## config.mk

```make
export PLATFORM = sky130hd
export DESIGN_NAME = ir_pulse_distance_decoder_flat
export DESIGN_NICKNAME = d
export VERILOG_FILES = /design/src/rtl/irpd_pkg.sv /design/src/rtl/irpd_if.sv /design/src/rtl/irpd_regs.sv /design/src/rtl/irpd_interval.sv /design/src/rtl/irpd_core.sv /design/src/rtl/ir_pulse_distance_decoder.sv /design/src/flat_wrapper.sv
export SDC_FILE = /design/constraint.sdc
export NUM_CORES = 1
export LEC_CHECK = 0
export BUFFER_PORTS_ARGS = -buffer_cell sky130_fd_sc_hd__buf_2
export CORE_MARGIN = 10
export CORE_UTILIZATION = 40
export CTS_BUF_LIST = sky130_fd_sc_hd__clkbuf_2 sky130_fd_sc_hd__clkbuf_4 sky130_fd_sc_hd__clkbuf_8
export DETAILED_ROUTE_END_ITERATION = 10
export PLACE_DENSITY = 0.63
export SYNTH_ARGS = -nofsm -noshare
export SYNTH_HDL_FRONTEND = slang
export SYNTH_HIERARCHICAL = 1
export SYNTH_SLANG_ARGS = --single-unit
```

## constraint.sdc

```tcl
create_clock -name clk_i -period 6.2 [get_ports clk_i]
set_input_delay 0.93 -clock clk_i [delete_from_list [all_inputs] [get_ports clk_i]]
set_output_delay 0.93 -clock clk_i [all_outputs]
set_load 0.05 [all_outputs]
```

## src/rtl/irpd_pkg.sv

```systemverilog
// ----------------------------------------------------------------------------
// irpd_pkg
// Shared types and constants of the infrared pulse-distance decoder.
// ----------------------------------------------------------------------------
package irpd_pkg;

  localparam int unsigned AddrWidth = 4;
  localparam int unsigned DataWidth = 32;

  localparam logic [1:0] REG_PAIR_THRESHOLD     = 2'd0;
  localparam logic [1:0] REG_END_GAP            = 2'd1;
  localparam logic [1:0] REG_SPACE_TIMEOUT      = 2'd2;
  localparam logic [1:0] REG_FIRST_BIT_INTERVAL = 2'd3;

  localparam logic [16:0] RST_PAIR_THRESHOLD     = 17'd175;
  localparam logic [15:0] RST_END_GAP            = 16'd5625;
  localparam logic [15:0] RST_SPACE_TIMEOUT      = 16'd6250;
  localparam logic [7:0]  RST_FIRST_BIT_INTERVAL = 8'd20;

  localparam logic [7:0]  INDEX_MAX = 8'hFF;
  localparam logic [15:0] TICK_MAX  = 16'hFFFF;

  typedef struct packed {
    logic [16:0] pair_threshold;
    logic [15:0] end_gap;
    logic [15:0] space_timeout;
    logic [7:0]  first_bit_interval;
  } cfg_t;

  typedef struct packed {
    logic [7:0] command;
    logic [7:0] frame_intervals;
  } res_t;

endpackage

```

## src/rtl/irpd_if.sv

```systemverilog
// ----------------------------------------------------------------------------
// irpd_in_if / irpd_out_if
// Valid/ready channels for pin samples and decoded frames.
// ----------------------------------------------------------------------------
interface irpd_in_if;
  logic valid;
  logic ready;
  logic ir_level;

  modport source (output valid, output ir_level, input ready);
  modport sink (input valid, input ir_level, output ready);
endinterface

interface irpd_out_if;
  logic       valid;
  logic       ready;
  logic [7:0] command;
  logic [7:0] frame_intervals;

  modport source (output valid, output command, output frame_intervals, input ready);
  modport sink (input valid, input command, input frame_intervals, output ready);
endinterface

```

## src/rtl/irpd_regs.sv

```systemverilog
// ----------------------------------------------------------------------------
// irpd_regs
// APB configuration registers of the decoder.
// ----------------------------------------------------------------------------
module irpd_regs (
  input  logic                           clk_i,
  input  logic                           rst_ni,
  input  logic                           psel,
  input  logic                           penable,
  input  logic                           pwrite,
  input  logic [irpd_pkg::AddrWidth-1:0] paddr,
  input  logic [irpd_pkg::DataWidth-1:0] pwdata,
  output logic [irpd_pkg::DataWidth-1:0] prdata,
  output logic                           pready,
  output irpd_pkg::cfg_t                 cfg_o
);

  irpd_pkg::cfg_t cfg_q;
  logic           wr_en;
  logic [1:0]     reg_sel;

  assign pready  = 1'b1;
  assign wr_en   = psel && penable && pwrite && pready;
  assign reg_sel = paddr[3:2];
  assign cfg_o   = cfg_q;

  always_ff @(posedge clk_i or negedge rst_ni) begin
    if (!rst_ni) begin
      cfg_q.pair_threshold     <= irpd_pkg::RST_PAIR_THRESHOLD;
      cfg_q.end_gap            <= irpd_pkg::RST_END_GAP;
      cfg_q.space_timeout      <= irpd_pkg::RST_SPACE_TIMEOUT;
      cfg_q.first_bit_interval <= irpd_pkg::RST_FIRST_BIT_INTERVAL;
    end else if (wr_en) begin
      case (reg_sel)
        irpd_pkg::REG_PAIR_THRESHOLD:     cfg_q.pair_threshold     <= pwdata[16:0];
        irpd_pkg::REG_END_GAP:            cfg_q.end_gap            <= pwdata[15:0];
        irpd_pkg::REG_SPACE_TIMEOUT:      cfg_q.space_timeout      <= pwdata[15:0];
        irpd_pkg::REG_FIRST_BIT_INTERVAL: cfg_q.first_bit_interval <= pwdata[7:0];
        default: ;
      endcase
    end
  end

  always_comb begin
    case (reg_sel)
      irpd_pkg::REG_PAIR_THRESHOLD:     prdata = 32'(cfg_q.pair_threshold);
      irpd_pkg::REG_END_GAP:            prdata = 32'(cfg_q.end_gap);
      irpd_pkg::REG_SPACE_TIMEOUT:      prdata = 32'(cfg_q.space_timeout);
      irpd_pkg::REG_FIRST_BIT_INTERVAL: prdata = 32'(cfg_q.first_bit_interval);
      default:                          prdata = '0;
    endcase
  end

endmodule

```

## src/rtl/irpd_interval.sv

```systemverilog
// ----------------------------------------------------------------------------
// irpd_interval
// Books one finished interval: holds the first of a pair, decides a bit on
// the second, and advances the saturating interval index.
// ----------------------------------------------------------------------------
module irpd_interval #(
  parameter int unsigned COMMAND_BITS = 8
) (
  input  irpd_pkg::cfg_t          cfg_i,
  input  logic [7:0]              idx_i,
  input  logic [15:0]             ticks_i,
  input  logic [15:0]             held_i,
  input  logic [COMMAND_BITS-1:0] cmd_i,
  output logic [7:0]              idx_o,
  output logic [15:0]             held_o,
  output logic [COMMAND_BITS-1:0] cmd_o
);

  logic [7:0]  rel;
  logic [6:0]  pair;
  logic [16:0] sum;
  logic        bit_one;

  always_comb begin
    idx_o   = idx_i;
    held_o  = held_i;
    cmd_o   = cmd_i;
    rel     = idx_i - cfg_i.first_bit_interval;
    pair    = rel[7:1];
    sum     = {1'b0, held_i} + {1'b0, ticks_i};
    bit_one = sum > cfg_i.pair_threshold;
    if (idx_i != irpd_pkg::INDEX_MAX) begin
      idx_o = idx_i + 8'd1;
      if (idx_i >= cfg_i.first_bit_interval) begin
        if (!rel[0]) begin
          held_o = ticks_i;
        end else begin
          for (int b = 0; b < COMMAND_BITS; b++) begin
            if (7'(COMMAND_BITS - 1 - b) == pair) begin
              cmd_o[b] = bit_one;
            end
          end
        end
      end
    end
  end

endmodule

```

## src/rtl/irpd_core.sv

```systemverilog
// ----------------------------------------------------------------------------
// irpd_core
// Frame state of the decoder: times marks and spaces, books intervals and
// flags the end of a frame.
// ----------------------------------------------------------------------------
module irpd_core #(
  parameter int unsigned COMMAND_BITS = 8
) (
  input  logic           clk_i,
  input  logic           rst_ni,
  input  irpd_pkg::cfg_t cfg_i,
  input  logic           step_i,
  input  logic           level_i,
  output logic           emit_o,
  output irpd_pkg::res_t res_o
);

  localparam logic [1:0] PH_IDLE  = 2'd0;
  localparam logic [1:0] PH_MARK  = 2'd1;
  localparam logic [1:0] PH_SPACE = 2'd2;

  logic [1:0]              phase_q, phase_d;
  logic [15:0]             tick_q, tick_d;
  logic [7:0]              idx_q, idx_d;
  logic [15:0]             held_q, held_d;
  logic [COMMAND_BITS-1:0] cmd_q, cmd_d;

  logic                    mark;
  logic [15:0]             tick_inc;
  logic [15:0]             ticks_a;
  logic [7:0]              idx_a, idx_b;
  logic [15:0]             held_a, held_b;
  logic [COMMAND_BITS-1:0] cmd_a, cmd_b;

  assign mark     = !level_i;
  assign tick_inc = (tick_q == irpd_pkg::TICK_MAX) ? tick_q : tick_q + 16'd1;
  assign ticks_a  = (phase_q == PH_SPACE && !mark) ? tick_inc : tick_q;

  irpd_interval #(.COMMAND_BITS(COMMAND_BITS)) u_take_a (
    .cfg_i  (cfg_i),
    .idx_i  (idx_q),
    .ticks_i(ticks_a),
    .held_i (held_q),
    .cmd_i  (cmd_q),
    .idx_o  (idx_a),
    .held_o (held_a),
    .cmd_o  (cmd_a)
  );

  // A one-tick space with a timeout of one or less closes right after the mark.
  irpd_interval #(.COMMAND_BITS(COMMAND_BITS)) u_take_b (
    .cfg_i  (cfg_i),
    .idx_i  (idx_a),
    .ticks_i(16'd1),
    .held_i (held_a),
    .cmd_i  (cmd_a),
    .idx_o  (idx_b),
    .held_o (held_b),
    .cmd_o  (cmd_b)
  );

  always_comb begin
    phase_d = phase_q;
    tick_d  = tick_q;
    idx_d   = idx_q;
    held_d  = held_q;
    cmd_d   = cmd_q;
    emit_o  = 1'b0;
    res_o.command         = 8'(cmd_a);
    res_o.frame_intervals = idx_a;
    case (phase_q)
      PH_MARK: begin
        if (mark) begin
          tick_d = tick_inc;
        end else if (cfg_i.space_timeout <= 16'd1) begin
          phase_d = PH_IDLE;
          tick_d  = 16'd1;
          held_d  = held_b;
          cmd_d   = cmd_b;
          idx_d   = '0;
          emit_o  = 1'b1;
          res_o.command         = 8'(cmd_b);
          res_o.frame_intervals = idx_b;
        end else begin
          phase_d = PH_SPACE;
          tick_d  = 16'd1;
          idx_d   = idx_a;
          held_d  = held_a;
          cmd_d   = cmd_a;
        end
      end
      PH_SPACE: begin
        if (!mark) begin
          tick_d = tick_inc;
          if (tick_inc >= cfg_i.space_timeout) begin
            phase_d = PH_IDLE;
            held_d  = held_a;
            cmd_d   = cmd_a;
            idx_d   = '0;
            emit_o  = 1'b1;
          end
        end else begin
          phase_d = PH_MARK;
          tick_d  = 16'd1;
          held_d  = held_a;
          cmd_d   = cmd_a;
          if (tick_q > cfg_i.end_gap) begin
            idx_d  = '0;
            emit_o = 1'b1;
          end else begin
            idx_d = idx_a;
          end
        end
      end
      default: begin
        phase_d = PH_IDLE;
        if (mark) begin
          phase_d = PH_MARK;
          tick_d  = 16'd1;
          idx_d   = '0;
        end
      end
    endcase
  end

  always_ff @(posedge clk_i or negedge rst_ni) begin
    if (!rst_ni) begin
      phase_q <= PH_IDLE;
      tick_q  <= '0;
      idx_q   <= '0;
      held_q  <= '0;
      cmd_q   <= '0;
    end else if (step_i) begin
      phase_q <= phase_d;
      tick_q  <= tick_d;
      idx_q   <= idx_d;
      held_q  <= held_d;
      cmd_q   <= cmd_d;
    end
  end

endmodule

```

## src/rtl/ir_pulse_distance_decoder.sv

```systemverilog
// ----------------------------------------------------------------------------
// ir_pulse_distance_decoder
// Pulse-distance infrared remote decoder, one receiver pin sample per word.
// ----------------------------------------------------------------------------
// The in_i channel carries one pin sample per timer tick (ir_level, low means
// mark). The out_o channel carries one word per finished frame: the command
// byte and the number of intervals measured in the frame.
// Four registers are set over the APB port (pair threshold, end gap, space
// timeout, first bit interval); pready is always high, and registers should
// only be written while no frame is being decoded.
// A sample is registered in the sample stage at acceptance and processed by the
// frame state logic when it leaves that stage; a frame ending on that sample is
// registered into the output stage in that step and held on out_o until taken.
// One sample is accepted every cycle while out_o does not stall.
// If out_o stalls while it holds a word, the sample stage holds one further
// sample and in_i.ready drops until the word is taken.
// Reset clears the frame state, the command bits and both channel stages,
// and loads the register defaults.
// ----------------------------------------------------------------------------
module ir_pulse_distance_decoder #(
  parameter int unsigned COMMAND_BITS = 8
) (
  input  logic                           clk_i,
  input  logic                           rst_ni,
  irpd_in_if.sink                        in_i,
  irpd_out_if.source                     out_o,
  input  logic                           psel,
  input  logic                           penable,
  input  logic                           pwrite,
  input  logic [irpd_pkg::AddrWidth-1:0] paddr,
  input  logic [irpd_pkg::DataWidth-1:0] pwdata,
  output logic [irpd_pkg::DataWidth-1:0] prdata,
  output logic                           pready
);

  irpd_pkg::cfg_t cfg;
  irpd_pkg::res_t res;
  irpd_pkg::res_t res_q;
  logic           emit;
  logic           smp_valid_q;
  logic           smp_level_q;
  logic           out_valid_q;
  logic           advance;

  assign advance    = smp_valid_q && (!out_valid_q || out_o.ready);
  assign in_i.ready = !smp_valid_q || advance;

  irpd_regs u_regs (
    .clk_i  (clk_i),
    .rst_ni (rst_ni),
    .psel   (psel),
    .penable(penable),
    .pwrite (pwrite),
    .paddr  (paddr),
    .pwdata (pwdata),
    .prdata (prdata),
    .pready (pready),
    .cfg_o  (cfg)
  );

  irpd_core #(.COMMAND_BITS(COMMAND_BITS)) u_core (
    .clk_i  (clk_i),
    .rst_ni (rst_ni),
    .cfg_i  (cfg),
    .step_i (advance),
    .level_i(smp_level_q),
    .emit_o (emit),
    .res_o  (res)
  );

  always_ff @(posedge clk_i or negedge rst_ni) begin
    if (!rst_ni) begin
      smp_valid_q <= 1'b0;
    end else if (in_i.ready) begin
      smp_valid_q <= in_i.valid;
    end
  end

  always_ff @(posedge clk_i) begin
    if (in_i.valid && in_i.ready) begin
      smp_level_q <= in_i.ir_level;
    end
  end

  always_ff @(posedge clk_i or negedge rst_ni) begin
    if (!rst_ni) begin
      out_valid_q <= 1'b0;
    end else if (advance && emit) begin
      out_valid_q <= 1'b1;
    end else if (out_o.ready) begin
      out_valid_q <= 1'b0;
    end
  end

  always_ff @(posedge clk_i) begin
    if (advance && emit) begin
      res_q <= res;
    end
  end

  assign out_o.valid           = out_valid_q;
  assign out_o.command         = res_q.command;
  assign out_o.frame_intervals = res_q.frame_intervals;

  a_word_from_sample: assert property (@(posedge clk_i) disable iff (!rst_ni)
    $rose(out_valid_q) |-> $past(smp_valid_q))
    else $error("output word without a processed sample");

  a_stall_only_when_full: assert property (@(posedge clk_i) disable iff (!rst_ni)
    !in_i.ready |-> (smp_valid_q && out_valid_q))
    else $error("input stalled without a held word");

  a_frame_not_empty: assert property (@(posedge clk_i) disable iff (!rst_ni)
    out_valid_q |-> (res_q.frame_intervals != 8'd0))
    else $error("frame word with no intervals");

endmodule

```

## src/flat_wrapper.sv

```systemverilog
// flat-port wrapper written by rule: the top's interface ports become plain ports
module ir_pulse_distance_decoder_flat 
#(
  parameter int unsigned COMMAND_BITS = 8
)
  (clk_i, rst_ni, psel, penable, pwrite, paddr, pwdata, prdata, pready, in_i_valid, in_i_ir_level, in_i_ready, out_o_valid, out_o_command, out_o_frame_intervals, out_o_ready);
  irpd_in_if in_i_i ();
  irpd_out_if out_o_i ();
  input  logic clk_i;
  input  logic rst_ni;
  input  logic psel;
  input  logic penable;
  input  logic pwrite;
  input  logic [irpd_pkg::AddrWidth-1:0] paddr;
  input  logic [irpd_pkg::DataWidth-1:0] pwdata;
  output logic [irpd_pkg::DataWidth-1:0] prdata;
  output logic pready;
  input wire logic [$bits(in_i_i.valid)-1:0] in_i_valid;
  input wire logic [$bits(in_i_i.ir_level)-1:0] in_i_ir_level;
  output wire logic [$bits(in_i_i.ready)-1:0] in_i_ready;
  output wire logic [$bits(out_o_i.valid)-1:0] out_o_valid;
  output wire logic [$bits(out_o_i.command)-1:0] out_o_command;
  output wire logic [$bits(out_o_i.frame_intervals)-1:0] out_o_frame_intervals;
  input wire logic [$bits(out_o_i.ready)-1:0] out_o_ready;
  assign in_i_i.valid = in_i_valid;
  assign in_i_i.ir_level = in_i_ir_level;
  assign in_i_ready = in_i_i.ready;
  assign out_o_valid = out_o_i.valid;
  assign out_o_command = out_o_i.command;
  assign out_o_frame_intervals = out_o_i.frame_intervals;
  assign out_o_i.ready = out_o_ready;
  ir_pulse_distance_decoder #(.COMMAND_BITS(COMMAND_BITS)) u_core (.clk_i(clk_i), .rst_ni(rst_ni), .in_i(in_i_i), .out_o(out_o_i), .psel(psel), .penable(penable), .pwrite(pwrite), .paddr(paddr), .pwdata(pwdata), .prdata(prdata), .pready(pready));
endmodule
```

==> impl_metrics.toml <==
[synth]
synth-edff-count = 17
synth.yosys.warnings = 6
synth.cell_area_um2 = 11700
synth.ff_latch_count = 126
netlist_instances = 1215
synth.yosys.seq_area_share_pct = 27.9
synthDistinctLibCells = 99
dominantRegCellSynth = "dfrtp_1"
ys_async_sr_fraction_pct = 86.5
synthesis.area_per_instance_um2 = 9.63

[pwr]
power.density_cell_area_nw_per_um2 = 320
total_power_consumption_mw = 4.39
peakVddDrop_v = 0.000183
power_leakage_nw = 6.63

[global_routing]
gr-usage-all-layers_pct = 16.7
grt.overflow.total = 0
number_of_antenna_violations_at_the_first_check_in_global_routing = 0
wire_length_of_the_first_global_routing_pass_um = 49400
via_count_of_the_first_global_routing_pass = 9516
largest_net_degree_at_the_start_of_global_routing = 64

[drt]
drc_errors = 0
postRouteWirelength_um = 30700
iteration_count_of_the_initial_detailed_routing_pass = 5
drt_iter0_markers = 551
post_drt_via_cell_ratio = 5.36
routed_wire_length_per_instance_um = 17.3
ant_nets = 0
route.vias.total = 9499

[finish]
n_antenna_cell = 0
final.fill_count = 2689
layout_utilization_pct = 47.6
final_layout_size_suffix_gt1_share_pct = 30.8
finalNetCount = 1542
flow.area_growth_from_synthesis_pct = 17.1

[floorplanning]
floorplan.die.height_um = 191
core_region_area_um2 = 28800
die_area_um2 = 36500
ios = 95
initial_utilization_pct = 40.7
row_count = 62
floorplan.die.width_um = 191

[worst_setup_path]
endpoint_kind = "flip-flop"
r2r_slack_ns = 0.20
worst-endpoint-arrival_ns = 6.34
critical-path-max-stage-delay_ns = 0.41
r2r_depth = 30
critical_path.n_buffers_inverters = 6
r2r-start = "u_core/u_core/idx_q[0]"
r2r_end = "u_core/u_core/cmd_q[6]"
worst-endpoint-required_ns = 6.54
start_kind = "flip-flop"
crit_slowest_cell = "fa_2"
critical_path.max_fanout = 8
path_delay_family = "compound AO/OA/AOI/OAI gates"
worstSetupPathType = "flip-flop to flip-flop"

[cts]
clock_latency_ns = 0.46
ctsRootBufferMaster = "clkbuf_8"
cts_made_buffers = 17
tritoncts = "done"
clock_sink_count = 126
cts_max_path_buffers = 2
clkSlewWorstSetupHoldPaths_ns = 0.08
cts_htree_levels = 4

[placed_design]
port_buffers = 61
hpwl_um = 24100
final_estimated_routing_congestion_in_global_placement = 0.876

[flow_run]
reported_max_cap_violation_count = 0

[sta]
final_hold_viol_count = 0
unrepaired_setup_endpoints_after_global_routing = "yes"
clock_skew_ns = 0.00828
finalWorstPathRequiredPeriod_ns = 6.00
setup_tns_ns = 0
relSlewSlack_pct = 30.0
tightest_pin_transition_ns = 1.05
ratio_of_final_minimum_period_to_clock_period_pct = 96.7
max_freq_mhz = 167
finalSetupViolations = 0
final_max_slew_viol_count = 0

[status]
outcome = "completed"

[hold_path]
hold_path_class = "primary input to async pin"
-- worst max-delay path by stage --
stage,start,end,slack (ns),depth (start not counted)
after detailed placement,u_core/u_core/idx_q[0],u_core/u_core/cmd_q[1],-0.25,29
after floorplan,u_core/u_core/idx_q[0],u_core/u_core/cmd_q[0],0.22,29
final,u_core/u_core/idx_q[0],u_core/u_core/cmd_q[6],0.20,30
after CTS,u_core/u_core/idx_q[0],u_core/u_core/cmd_q[6],0.04,29
after global placement,u_core/u_core/idx_q[0],u_core/u_core/cmd_q[1],-0.14,29
after global routing,u_core/u_core/idx_q[0],u_core/u_core/cmd_q[6],-0.08,29
-- metal layers --
metal	vias up	GRT usage (%)	share of wire (%)
met5	-	0	0
met4	0	5.38	1.9
met3	35	2.30	2.5
met2	145	28.2	48
met1	4636	21.6	47
li1	4683	-	-
-- cell type report --
| cell class | instances | area [µm²] | area share, % |
|---|---|---|---|
| repair buffers | 154 | 1020 | 7.45 |
| multi-input cells | 965 | 8080 | 59.0 |
| flip-flops and latches | 126 | 3270 | 23.8 |
| clock inverters | 11 | 164 | 1.20 |
| inverters | 111 | 417 | 3.04 |
| clock buffers | 21 | 277 | 2.02 |
| well taps | 384 | 480 | 3.51 |
-- metrics by stage --
stage	hold slack, ns	worst slack, ns	cells	area [µm²]
floorplan	0.473	0.223	1259	11900
global placement	0.482	-0.141	1736	13000
detailed placement	0.490	-0.253	1736	13000
CTS	0.482	0.0354	1768	13500
global route	0.512	-0.0847	1772	13700
finish	0.487	0.202	1772	13700
-- registers in the layout, indices dropped and copies added, names as in the netlist --
register and count:
u_core/u_core/cmd_q 8, u_core/out_o.valid 1, u_core/out_o.frame_intervals 8, u_core/smp_level_q 1, u_core/u_core/idx_q 8, u_core/u_core/held_q 16, u_core/u_core/phase_q 2, u_core/out_o.command 8
u_core/smp_valid_q 1, u_core/u_core/tick_q 16, u_core/u_regs/cfg_o 57
-- repair_timing --
item / CTS / global route
pin swaps: 4 / 12
buffers inserted: 0 / 4
hold endpoints to repair: 0 / 0
hold buffers: 0 / 0
setup endpoints to repair: 16 / 16
gates resized for setup: 15 / 48
-- cells by family (layout without fill, tap and decap cells) --
kind of cell | after synthesis | in the layout | share of synthesized area [%]
AO/OA/AOI/OAI | 232 | 232 | 13.4
XOR/XNOR | 65 | 65 | 4.99
adder cells (fa/ha/maj) | 123 | 123 | 13.4
buffers and inverters | 168 | 297 | 6.57
flip-flops | 126 | 126 | 27.9
multiplexers | 193 | 193 | 19.5
other | 4 | 48 | 0.128
AND/OR/NAND/NOR | 304 | 304 | 14.0
-- cell usage in the layout (no fill, tap or decap), types with 19 or more instances in the layout --
cell type / Yosys / final
a21o_1: 20 / 20
a21oi_1: 56 / 53
buf_2: 17 / 60
buf_4: 19 / 91
clkbuf_8: 0 / 19
conb_1: 4 / 48
dfrtp_1: 86 / 86
dfstp_2: 23 / 23
ha_1: 119 / 116
inv_1: 110 / 107
mux2_1: 35 / 26
mux2_2: 127 / 114
mux2_4: 10 / 32
nand2_1: 85 / 84
nand3_1: 38 / 37
nand4_1: 33 / 33
nor2_1: 47 / 47
o21ai_0: 46 / 45
xnor2_1: 43 / 40
xor2_1: 20 / 20
-- Yosys cell counts (all sizes together), types with 16 or more instances --
library cell,number,area (µm²)
edfxtp,17,510
ha,119,1490
buf,42,297
nor2,50,195
nand3,40,210
mux2,172,1970
xnor2,44,393
o21ai,54,270
a21o,20,150
nand4,33,206
a21oi,61,324
xor2,21,191
inv,111,417
nand2,87,332
dfrtp,86,2150
nor3,16,96.4
dfstp,23,604
-- report_power, final --
part	internal [mW]	switching, mW
Combinational	1.08	1.35
Sequential	1.01	0.138
Clock	0.467	0.337
-- worst reg2reg max path, delay by kind of cell (launching register included) --
| kind | cells | cell delay [ns] |
|---|---|---|
| xor gates and xnor gates | 1 | 0.14 |
| muxes | 4 | 1.09 |
| AOI/OAI and AO/OA | 8 | 1.59 |
| adders and majority gates | 5 | 1.38 |
| buffers and inverters | 6 | 0.59 |
| and+or+nand+nor | 6 | 0.74 |
| DFF | 1 | 0.38 |
Power figures use the tool's default switching activity.
